File: config.mk
export PLATFORM = sky130hd
export DESIGN_NAME = cartridge_address_decoder
export DESIGN_NICKNAME = d
export VERILOG_FILES = /design/src/rtl/core/cad_pkg.sv /design/src/rtl/core/cad_div_stage.sv /design/src/rtl/core/cartridge_address_decoder.sv
export SDC_FILE = /design/constraint.sdc
export NUM_CORES = 1
export LEC_CHECK = 0
export ABC_AREA = 1
export ABC_CLOCK_PERIOD_IN_PS = 4300
export BUFFER_PORTS_ARGS = -buffer_cell sky130_fd_sc_hd__buf_2
export CAP_MARGIN = 20
export CORE_AREA = 8 8 248 190
export DETAILED_ROUTE_END_ITERATION = 8
export DIE_AREA = 0 0 256 198
export PLACE_DENSITY = 0.62
export REMOVE_ABC_BUFFERS = 1
export SYNTH_ARGS = -nofsm -noshare
export SYNTH_HDL_FRONTEND = slang
export SYNTH_SLANG_ARGS = --single-unit
export TNS_END_PERCENT = 100
File: constraint.sdc
create_clock -name clock -period 4.3 [get_ports clock]
set_clock_uncertainty 0.1 [all_clocks]
set_input_delay 0.43 -clock clock [delete_from_list [all_inputs] [get_ports clock]]
set_output_delay 0.43 -clock clock [all_outputs]
set_load 0.005 [all_outputs]
File: src/rtl/core/cad_pkg.sv
// shared types, constants and register codes of the cartridge address decoder
`timescale 1ns / 1ps

package cad_pkg;

   // bus address and result widths
   localparam int unsigned ADDR_W  = 24;
   localparam int unsigned LOCAL_W = 23;
   localparam int unsigned REGION_W = 3;

   // configuration port
   localparam int unsigned CSR_INDEX_W = 2;
   localparam int unsigned CSR_DATA_W  = 24;
   localparam int unsigned SRAM_MASK_W = 19;

   localparam logic [CSR_INDEX_W-1:0] CSR_ROM_LAYOUT = 2'd0;
   localparam logic [CSR_INDEX_W-1:0] CSR_ROM_SIZE   = 2'd1;
   localparam logic [CSR_INDEX_W-1:0] CSR_SRAM_MASK  = 2'd2;

   // rom size is kept in 4 KiB pages
   localparam int unsigned PAGE_SHIFT = 12;
   localparam int unsigned ROM_PAGES_W = CSR_DATA_W - PAGE_SHIFT;
   // page number of a rom offset (offsets stay below 4 MiB)
   localparam int unsigned PAGE_W = 10;

   localparam logic [ROM_PAGES_W-1:0] ROM_PAGES_RESET = 12'h100;   // 1 MiB
   localparam logic [ROM_PAGES_W-1:0] ROM_PAGES_2MIB  = 12'h200;
   localparam logic [SRAM_MASK_W-1:0] SRAM_MASK_RESET = 19'h01FFF;

   // bank and offset landmarks
   localparam logic [7:0]  BANK_WRAM_LO = 8'h7E;
   localparam logic [7:0]  BANK_WRAM_HI = 8'h7F;
   localparam logic [7:0]  BANK_SRAM_LO = 8'h70;
   localparam logic [7:0]  BANK_SRAM_LO_END = 8'h7D;
   localparam logic [7:0]  BANK_SRAM_HI = 8'hF0;
   localparam logic [15:0] OFF_PPU_BASE = 16'h2000;
   localparam logic [15:0] OFF_CPU_BASE = 16'h4000;
   localparam logic [15:0] OFF_SYS_END  = 16'h6000;

   // quotient bits (restoring steps) per divider stage
   localparam int unsigned DIV_BITS_PER_STAGE = 2;

   typedef enum logic [REGION_W-1:0] {
      REGION_OPEN = 3'd0,
      REGION_WRAM = 3'd1,
      REGION_ROM  = 3'd2,
      REGION_SRAM = 3'd3,
      REGION_PPU  = 3'd4,
      REGION_CPU  = 3'd5
   } region_type;

   // one transaction in flight
   typedef struct packed {
      region_type              region;
      logic [LOCAL_W-1:0]      local_addr;   // final address for non-rom regions
      logic [PAGE_W-1:0]       page;         // rom offset, page part
      logic [PAGE_SHIFT-1:0]   low;          // rom offset, byte within page
      logic [ROM_PAGES_W-1:0]  rem;          // partial remainder of page mod size
   } pipe_type;

endpackage

File: src/rtl/core/cad_div_stage.sv
// one pipeline stage of the rom page modulo: BITS_PER_STAGE restoring remainder steps
`timescale 1ns / 1ps

module cad_div_stage #(
   parameter int unsigned BITS_PER_STAGE = cad_pkg::DIV_BITS_PER_STAGE,
   parameter int unsigned STAGE_INDEX    = 0,
   parameter int unsigned PAD_BITS       = 0
) (
   input  logic                                clock,
   input  logic                                reset,
   input  logic [cad_pkg::ROM_PAGES_W-1:0]     rom_pages,
   input  logic                                up_valid,
   input  cad_pkg::pipe_type                   up_data,
   input  logic                                down_ready,
   output logic                                ready,
   output logic                                valid_ff,
   output cad_pkg::pipe_type                   data_ff
);
   import cad_pkg::*;

   logic [ROM_PAGES_W-1:0] rem_v;
   logic [ROM_PAGES_W:0]   trial;
   pipe_type               data_in;
   logic                   valid_in;

   assign ready = !valid_ff || down_ready;

   // leading pad steps see zero bits and leave the remainder alone, so skip them
   always_comb begin
      int unsigned step;
      int unsigned bit_pos;
      rem_v = up_data.rem;
      trial = '0;
      for (int unsigned k = 0; k < BITS_PER_STAGE; k++) begin
         step = STAGE_INDEX * BITS_PER_STAGE + k;
         if (step >= PAD_BITS) begin
            bit_pos = PAGE_W - 1 - (step - PAD_BITS);
            trial = {rem_v, up_data.page[bit_pos[$clog2(PAGE_W)-1:0]]};
            if (trial >= {1'b0, rom_pages}) begin
               rem_v = ROM_PAGES_W'(trial - {1'b0, rom_pages});
            end else begin
               rem_v = trial[ROM_PAGES_W-1:0];
            end
         end
      end
      data_in = up_data;
      data_in.rem = rem_v;
      valid_in = up_valid;
   end

   always_ff @(posedge clock) begin
      if (reset) begin
         valid_ff <= 1'b0;
      end else if (ready) begin
         valid_ff <= valid_in;
      end
   end

   always_ff @(posedge clock) begin
      if (ready && up_valid) begin
         data_ff <= data_in;
      end
   end

endmodule

File: src/rtl/core/cartridge_address_decoder.sv
// top level of the cartridge address decoder: decode, rom modulo pipeline, output register
`timescale 1ns / 1ps

// Decodes one 24-bit bus address a cycle while req_stall is low into a region
// code and a byte address in that region, after the LoROM or HiROM map chosen
// by csr register 0. One transaction enters per clock unless req_stall is high;
// on its way to rsp_valid it passes the decode register, the restoring divider
// stages that reduce the rom page number modulo the rom size in 4 KiB pages,
// and the output register. Each stage has its own valid bit and advances when
// the stage after it is empty or moving, so bubbles close up under rsp_stall
// and new transactions are still taken while a result waits. Configuration
// writes take effect at once and must only be issued while nothing is in
// flight; the block itself does not enforce this. Rom sizes are used rounded
// down to 4 KiB; a size below 4 KiB gives rom accesses a local address of zero.
module cartridge_address_decoder #(
   parameter int unsigned BITS_PER_STAGE = cad_pkg::DIV_BITS_PER_STAGE
) (
   input  logic                               clock,
   input  logic                               reset,
   // request channel
   input  logic                               req_valid,
   output logic                               req_stall,
   input  logic [cad_pkg::ADDR_W-1:0]         req_cpu_address,
   // response channel
   output logic                               rsp_valid,
   input  logic                               rsp_stall,
   output logic [cad_pkg::REGION_W-1:0]       rsp_region,
   output logic [cad_pkg::LOCAL_W-1:0]        rsp_local_address,
   // configuration write port
   input  logic                               csr_write_enable,
   input  logic [cad_pkg::CSR_INDEX_W-1:0]    csr_index,
   input  logic [cad_pkg::CSR_DATA_W-1:0]     csr_write_data
);
   import cad_pkg::*;

   localparam int unsigned STAGES   = (PAGE_W + BITS_PER_STAGE - 1) / BITS_PER_STAGE;
   localparam int unsigned PAD_BITS = STAGES * BITS_PER_STAGE - PAGE_W;

   // configuration registers
   logic                   layout_ff;
   logic [ROM_PAGES_W-1:0] rom_pages_ff;
   logic [SRAM_MASK_W-1:0] save_mask_ff;

   always_ff @(posedge clock) begin
      if (reset) begin
         layout_ff    <= 1'b0;
         rom_pages_ff <= ROM_PAGES_RESET;
         save_mask_ff <= SRAM_MASK_RESET;
      end else if (csr_write_enable) begin
         case (csr_index)
            CSR_ROM_LAYOUT: layout_ff    <= csr_write_data[0];
            CSR_ROM_SIZE:   rom_pages_ff <= csr_write_data[CSR_DATA_W-1:PAGE_SHIFT];
            CSR_SRAM_MASK:  save_mask_ff <= csr_write_data[SRAM_MASK_W-1:0];
            default: ;  // unused index, write dropped
         endcase
      end
   end

   // pipeline: stage 0 is the decode register, 1..STAGES are divider stages
   logic              stage_valid [0:STAGES];
   pipe_type          stage_data  [0:STAGES];
   logic              stage_ready [0:STAGES];
   logic              out_ready;

   // response register
   logic                rsp_valid_ff;
   logic [REGION_W-1:0] rsp_region_ff;
   logic [LOCAL_W-1:0]  rsp_local_ff;
   logic [LOCAL_W-1:0]  rsp_local_in;

   assign out_ready = !rsp_valid_ff || !rsp_stall;

   // ---------------------------------------------------------------------------
   // address decode
   // ---------------------------------------------------------------------------
   logic [7:0]  bank;
   logic [15:0] off;
   logic        sysbank;
   logic        big_rom;
   pipe_type    dec_in;

   assign bank    = req_cpu_address[23:16];
   assign off     = req_cpu_address[15:0];
   assign sysbank = !bank[6];
   // lorom mirrors past 2 MiB only in the upper bank half
   assign big_rom = rom_pages_ff > ROM_PAGES_2MIB;

   always_comb begin
      dec_in            = '0;
      dec_in.region     = REGION_OPEN;
      if (bank == BANK_WRAM_LO || bank == BANK_WRAM_HI) begin
         // full 128 KiB work ram
         dec_in.region     = REGION_WRAM;
         dec_in.local_addr = LOCAL_W'(req_cpu_address[16:0]);
      end else if (sysbank && off < OFF_SYS_END) begin
         // low pages of the system banks, same in both maps
         if (off < OFF_PPU_BASE) begin
            dec_in.region = REGION_WRAM;
         end else if (off < OFF_CPU_BASE) begin
            dec_in.region = REGION_PPU;
         end else begin
            dec_in.region = REGION_CPU;
         end
         dec_in.local_addr = LOCAL_W'(off);
      end else if (!layout_ff) begin
         // lorom: 32 KiB of rom in the upper half of each bank
         if (off[15]) begin
            dec_in.region = REGION_ROM;
            dec_in.page   = big_rom ? {bank[6:0], off[14:12]}
                                    : {1'b0, bank[5:0], off[14:12]};
            dec_in.low    = off[11:0];
         end else if ((bank >= BANK_SRAM_LO && bank <= BANK_SRAM_LO_END)
                      || bank >= BANK_SRAM_HI) begin
            dec_in.region     = REGION_SRAM;
            dec_in.local_addr = LOCAL_W'({bank[3:0], off[14:0]} & save_mask_ff);
         end
      end else begin
         // hirom: full 64 KiB banks, upper half only in the system banks
         if (off[15] || !sysbank) begin
            dec_in.region = REGION_ROM;
            dec_in.page   = {bank[5:0], off[15:12]};
            dec_in.low    = off[11:0];
         end else if (bank[5]) begin
            // save ram at 0x6000-0x7fff, 8 KiB per bank
            dec_in.region     = REGION_SRAM;
            dec_in.local_addr = LOCAL_W'(SRAM_MASK_W'({bank[4:0], off[12:0]})
                                         & save_mask_ff);
         end
      end
   end

   // decode register
   assign stage_ready[0] = !stage_valid[0] || stage_ready[(STAGES > 0) ? 1 : 0];
   assign req_stall      = !stage_ready[0];

   always_ff @(posedge clock) begin
      if (reset) begin
         stage_valid[0] <= 1'b0;
      end else if (stage_ready[0]) begin
         stage_valid[0] <= req_valid;
      end
   end

   always_ff @(posedge clock) begin
      if (stage_ready[0] && req_valid) begin
         stage_data[0] <= dec_in;
      end
   end

   // ---------------------------------------------------------------------------
   // rom page modulo, BITS_PER_STAGE quotient bits per stage
   // ---------------------------------------------------------------------------
   for (genvar i = 1; i <= STAGES; i++) begin : g_div
      logic down_ready;
      if (i == STAGES) begin : g_last
         assign down_ready = out_ready;
      end else begin : g_mid
         assign down_ready = stage_ready[(i < STAGES) ? i + 1 : i];
      end

      cad_div_stage #(
         .BITS_PER_STAGE (BITS_PER_STAGE),
         .STAGE_INDEX    (i - 1),
         .PAD_BITS       (PAD_BITS)
      ) u_stage (
         .clock      (clock),
         .reset      (reset),
         .rom_pages  (rom_pages_ff),
         .up_valid   (stage_valid[i-1]),
         .up_data    (stage_data[i-1]),
         .down_ready (down_ready),
         .ready      (stage_ready[i]),
         .valid_ff   (stage_valid[i]),
         .data_ff    (stage_data[i])
      );
   end

   // ---------------------------------------------------------------------------
   // output register
   // ---------------------------------------------------------------------------
   always_comb begin
      rsp_local_in = stage_data[STAGES].local_addr;
      if (stage_data[STAGES].region == REGION_ROM) begin
         // zero-size rom reads as offset zero
         if (rom_pages_ff == '0) begin
            rsp_local_in = '0;
         end else begin
            rsp_local_in = LOCAL_W'({stage_data[STAGES].rem, stage_data[STAGES].low});
         end
      end
   end

   always_ff @(posedge clock) begin
      if (reset) begin
         rsp_valid_ff <= 1'b0;
      end else if (out_ready) begin
         rsp_valid_ff <= stage_valid[STAGES];
      end
   end

   always_ff @(posedge clock) begin
      if (out_ready && stage_valid[STAGES]) begin
         rsp_region_ff <= stage_data[STAGES].region;
         rsp_local_ff  <= rsp_local_in;
      end
   end

   assign rsp_valid         = rsp_valid_ff;
   assign rsp_region        = rsp_region_ff;
   assign rsp_local_address = rsp_local_ff;

endmodule

After elaboration in Yosys (flattened, before gate mapping):

Cells that the tools add are included.
Widths: inputs -> output; s select.

* register bits: 382
* bits in latches: 0
* RAM bits: 0
* ROM bits: 0
* input port bits: 55
* word-level logic and storage cells: 136
* memories kept: 0

* add/sub/neg operators: 10
* multipliers: 0
* divide/modulo/power cells: 0
* $lt $le $gt $ge: 17
* equality and inequality tests: 5
* shift-type cells: 0
* multiplexer cells: 26
* bitwise gates (word level): 2
* reduce and logical (&&, ||, !) cells: 35

Operators by type and width (count)
* $ge 13x12->1: 9
* $mux 12: 9
* $sub 12x12->12: 8
* $mux 23: 4
* $mux 25: 2
* $mux 48: 1
* $mux 22: 2
* $lt 16x15->1 const B: 2
* $mux 26: 1
* $and 18x19->19: 1
* $and 19x19->19: 1
* $mux 17: 1
* $eq 8x7->1 const B: 2
* $lt 16x14->1 const B: 1
* $ge 1x12->1: 1
* $gt 12x10->1 const B: 1
* $logic_not 12->1: 1
* $sub 1x12->12: 1
* $mux 11: 1
* $sub 11x11->11: 1
* $logic_not 1->1: 10
* $logic_or 1x1->1: 10
* $mux 10: 1
* $logic_and 1x1->1: 9
* other kinds (12): 15

Depth between registers and ports, before layout:

* word-level depth: 9
* depth in mapped cells: 26
* gate-level depth less buffers: 24

Modules after synthesis:

Synthesis repeated with hierarchy kept, for this count alone.

* cells, all modules: 2475
* area, all modules: 22907.0 um2

Modules (own cells, without submodules)
* cad_div_stage (g_div[1].u_stage ...): times used 4, cells an instance 401, area an instance 3689.8 um2
* cartridge_address_decoder: times used 1, cells an instance 468, area an instance 4454.3 um2
* cad_div_stage (g_div[5].u_stage): times used 1, cells an instance 403, area an instance 3693.5 um2

Least setup slack after synthesis:

Ideal clock, no wire load.

* kind: register to register
* start point: reg rom_pages_ff[1]
* end point: reg g_div[2].u_stage.data_ff[1] (netlist bit), data pin
* arrival: 3407 ps
* required time: 3948 ps
* path slack: 541 ps
* cell stages (with the launch flop): 25
* path buffers: 2
* clock period less this slack: 3759 ps
* cell sequence: dfxtp_1 inv_1 ha_1 nand2_1 nor2_1 nand2_1 nand3_2 nand2_1 nand3_4 inv_4 buf_6 nand2_1 o21ai_1 ha_1 a21oi_1 nand2_1 nand2_1 nand3_1 nand2_1 nand3_1 nand2_1 nand3_1 buf_4 nand2_1 nand2_1

* cells in the longest elaborated chain, start to end: 4
* elaborated cells on any way between the ends: 6
* classes of those cells: 2 x add/sub; 2 x order compare; 2 x mux

RTL lines
* start: declaration: RTL line cartridge_address_decoder.sv:41 `logic [ROM_PAGES_W-1:0] rom_pages_ff;`
* start signal: assignment: RTL line cartridge_address_decoder.sv:52 `CSR_ROM_SIZE: rom_pages_ff <= csr_write_data[CSR_DATA_W-1:PAGE_SHIFT];`
* $ge 13x12->1 or $sub 12x12->12 (tied branches): RTL line cad_div_stage.sv:39, cad_div_stage.sv:40
* $mux 12: RTL line cad_div_stage.sv:39 `if (trial >= {1'b0, rom_pages}) begin`
* $sub 12x12->12 or $ge 13x12->1 (tied branches): RTL line cad_div_stage.sv:40, cad_div_stage.sv:39
* $mux 12 *: RTL line cad_div_stage.sv:39
* named net g_div[2].u_stage.rem_v[1]: RTL line cad_div_stage.sv:21 `logic [ROM_PAGES_W-1:0] rem_v;`
* end signal: assignment: RTL line cad_div_stage.sv:61 `data_ff <= data_in;`
* end: declaration: RTL line cad_div_stage.sv:17 `output cad_pkg::pipe_type data_ff`

Mark *: on every way through the listed nets, which the timed path passes. The rest lies on a longest branch.
A chain may end at the register's enable or synchronous reset.

Final worst setup path:

* start point: reg rom_pages_ff[6]
* end point: reg g_div[2].u_stage.data_ff[7] (netlist bit), data pin

* cells in the longest elaborated chain, start to end: 4
* elaborated cells on any way between the ends: 6
* classes of those cells: 2 x add/sub; 2 x order compare; 2 x mux

RTL lines (RTL line)
* $sub 12x12->12 or $ge 13x12->1 (tied branches): cad_div_stage.sv:40, cad_div_stage.sv:39
* $mux 12: cad_div_stage.sv:39
* $sub 12x12->12 or $ge 13x12->1 (tied branches): cad_div_stage.sv:40, cad_div_stage.sv:39
* $mux 12 *: cad_div_stage.sv:39
* named net g_div[2].u_stage.rem_v[7]: cad_div_stage.sv:21

Marked as above.

==> flow_summary.json <==
{
  "async_flop_share_pct": 0,
  "gr-usage-all-layers_pct": 18.4,
  "crit_path_frequent_cell": "nand2_1",
  "synth_edf_count": 319,
  "hp-class": "in2reg",
  "critPathTopFamily": "simple AND/OR/NAND/NOR gates",
  "met2_usage_pct": 26.8,
  "cts_buffers": 38,
  "finalCritPeriodShare_pct": 93.1,
  "hold_violations": 0,
  "grt_util_met3_pct": 2.87,
  "crit_chain": "inv_1 > buf_4 > ha_1 > nand2_1 > nand2_1 > nand2_1 > nand2_1 > a21oi_2 > nand3_4 > inv_6 > nand2_1 > o21ai_1 > ha_1 > nand2_1 > a21oi_1 > nor2_1 > nand3_1 > nand2_1 > nand3_1 > nand2_1 > nand3_1 > buf_4 > nand2_1 > nand2_1",
  "chipWidth_um": 256,
  "numPortBuffers": 82,
  "crit_type": "reg2reg",
  "ys_types": 50,
  "synth_seq_cells": 358,
  "clockBufferDepth": 3,
  "reg2reg_slack_ps": 300,
  "finalSetupTns_ps": 0,
  "wl_per_cell_um": 17.1,
  "synth_ff_type": "edfxtp_1",
  "slew_viol_final": 0,
  "area_delta_synth_final_pct": 15.1,
  "ant_nets": 0,
  "antenna_found_initial": 8,
  "path_clk_slew_ps": 60,
  "drc": 0,
  "setup_viol": 0,
  "worstMarginPinSlew_ps": 972,
  "drive_gt1_share_pct": 12.8,
  "crit_path_max_incr_delay_ps": 400,
  "endpoint_kind": "flop",
  "cts_tree": "done",
  "finish.utilization_pct": 51.2,
  "max_freq_mhz": 250,
  "hold_path.startpoint": "csr_write_data[11]",
  "grt_most_used_layer": "met1",
  "min_period_ps": 4000,
  "grt_pass1_wl_mm": 74.5,
  "crit_buf_inv": 4,
  "drt_pre_antenna_iters": 5,
  "reg2reg_depth": 24,
  "dpl.hpwl_mm": 36.4,
  "hold_depth": 3,
  "cp.required_ps": 4490,
  "syn_area_per_cell_um2": 9.42,
  "rsz0062_at_grt": "no",
  "core_area_mm2": 0.0430,
  "first_global_vias": 13424,
  "met1_usage_pct": 28.1,
  "die_area_mm2": 0.0507,
  "cp_max_fo": 18,
  "synth_area_mm2": 0.0191,
  "routed_wl_mm": 47.9,
  "ir_drop_uv": 244,
  "p_leak_nw": 9.65,
  "cts_max_level": 2,
  "vias": 14292,
  "gp_congestion": 0.947,
  "r2r_start": "rom_pages_ff[6]",
  "cp.arrival_ps": 4190,
  "pin_count": 83,
  "r2r_end": "g_div[2].u_stage.data_ff[7]",
  "clk_latency_ps": 540,
  "min_to": "save_mask_ff[11]",
  "powerDensity_mw_per_mm2": 445,
  "start_util_pct": 44.5,
  "cts-root-buf": "clkbuf_16",
  "drt_iter0_markers": 1188,
  "floorplan.rows": 66,
  "relSlewSlack_pct": 35.0,
  "grt_max_degree": 55,
  "ys_warn_count": 0,
  "cts_num_sinks": 358,
  "nNetsFinal": 2365,
  "syn_inst": 2031,
  "slowest_stage": "dfxtp_1",
  "die-height_um": 198,
  "vias_per_cell": 5.10,
  "grt_overflow_total": 0,
  "max_cap_viol_count": 0,
  "status": "finished clean",
  "ys_seq_area_share_pct": 54.1,
  "critPathLaunchType": "flop"
}
-- worst max-delay path by stage --
| stage | cells after the start | endpoint | start |
|---|---|---|---|
| 2_1_floorplan | 20 | g_div[4].u_stage.data_ff[10] | rom_pages_ff[1] |
| 3_3_place_gp | 22 | g_div[5].u_stage.data_ff[2] | rom_pages_ff[6] |
| 3_5_place_dp | 25 | g_div[5].u_stage.data_ff[2] | rom_pages_ff[6] |
| 4_1_cts | 25 | g_div[5].u_stage.data_ff[2] | rom_pages_ff[6] |
| 5_1_grt | 26 | g_div[2].u_stage.data_ff[9] | rom_pages_ff[6] |
| 6_report | 24 | g_div[2].u_stage.data_ff[7] | rom_pages_ff[6] |
-- tightest hold or removal path, stage by stage --
cell,delay (ps)
buf_2,80
nand2_1,40
nand3_1,70
-- stage by stage --
step | power, mW | setup slack, ps | hold slack (ps) | std cells | cell area, um2
2_1_floorplan | 5.82 | 197 | 300 | 1993 | 18900
3_3_place_gp | 6.51 | 162 | 300 | 2711 | 20500
3_5_place_dp | 6.50 | 210 | 305 | 2711 | 20500
4_1_cts | 9.84 | 179 | 2.37 | 2790 | 21900
5_1_grt | 10.3 | 11.9 | 21.4 | 2802 | 22000
6_report | 9.81 | 297 | 12.2 | 2802 | 22000
-- report_power, final --
group | internal (mW) | switching [mW] | leakage (nW) | total (mW)
sequential | 3.99 | 0.0600 | 3.30 | 4.05
clock | 1.93 | 1.38 | 0.611 | 3.31
combinational | 0.900 | 1.55 | 5.74 | 2.45
-- metal layers --
| metal | share of wire (%) | wire, um | vias up |
|---|---|---|---|
| met5 | 0.027 | 13 | - |
| met4 | 2.6 | 1230 | 2 |
| met3 | 6.6 | 3180 | 74 |
| met2 | 41 | 19700 | 451 |
| met1 | 50 | 23800 | 6629 |
| li1 | - | - | 7136 |
-- area by class of cell --
type                       count  area (um2)
fill                        3925       21000
multi-input combinational   1369        7590
clock buffer                  47        1000
tap                          578         723
sequential                   358       10400
clock inverter                23         280
inverter                     267        1020
antenna                        3        7.51
timing repair buffer         157        1030
-- registers in the layout (all words and copies together) (netlist names), 3 cells and up --
signal and flops:
g_div.u_stage.data_ff 249, stage_data 44, rsp_local_address 23, save_mask_ff 19, rom_pages_ff 12, g_div.u_stage.valid_ff 5
rsp_region 3
-- timing repair --
action | CTS | global route
resized for setup | 0 | 11
setup buffers | 0 | 8
endpoints found under the hold margin | 9 | 0
endpoints found under the setup margin | 0 | 35
hold buffers | 9 | 0
-- cells by family after synthesis --
kind of cell,Yosys count,share of synthesized area [%]
AO/OA/AOI/OAI,204,6.08
XOR/XNOR,63,2.88
adder cells (fa/ha/maj),119,8.14
buffers and inverters,305,6.53
flip-flops,358,54.1
AND/OR/NAND/NOR,982,22.2
-- cells in the final DEF, fill, tap and decap left out, types with 10 or more instances in the layout --
| cell | instances |
|---|---|
| dfxtp_1 | 39 |
| o21ai_0 | 53 |
| buf_4 | 63 |
| xor2_1 | 31 |
| a21oi_1 | 70 |
| o22ai_1 | 23 |
| nor3_1 | 16 |
| nand4_1 | 23 |
| clkbuf_16 | 38 |
| nand3b_1 | 10 |
| ha_1 | 108 |
| nand2_1 | 559 |
| xnor2_1 | 32 |
| edfxtp_1 | 319 |
| nor2_1 | 159 |
| nand3_1 | 163 |
| inv_2 | 10 |
| o21ai_1 | 14 |
| buf_2 | 82 |
| inv_1 | 254 |
| a31oi_1 | 11 |
-- Yosys cell counts (all sizes together) (9+ instances only) --
master	n	share of area, %
nor3	18	0.52
nand2	570	11
o22ai	23	0.75
nand3b	13	0.57
a21oi	76	2.1
ha	110	7.2
edfxtp	319	50
o21ai	75	2.1
buf	18	0.86
inv	267	5.3
a21o	9	0.35
nand3	173	4.9
xor2	31	1.4
clkbuf	20	0.39
a31oi	11	0.36
xnor2	32	1.5
nand4	23	0.75
nor2	177	3.8
dfxtp	39	4.1
fa	9	0.94
Power figures use the tool's default switching activity.
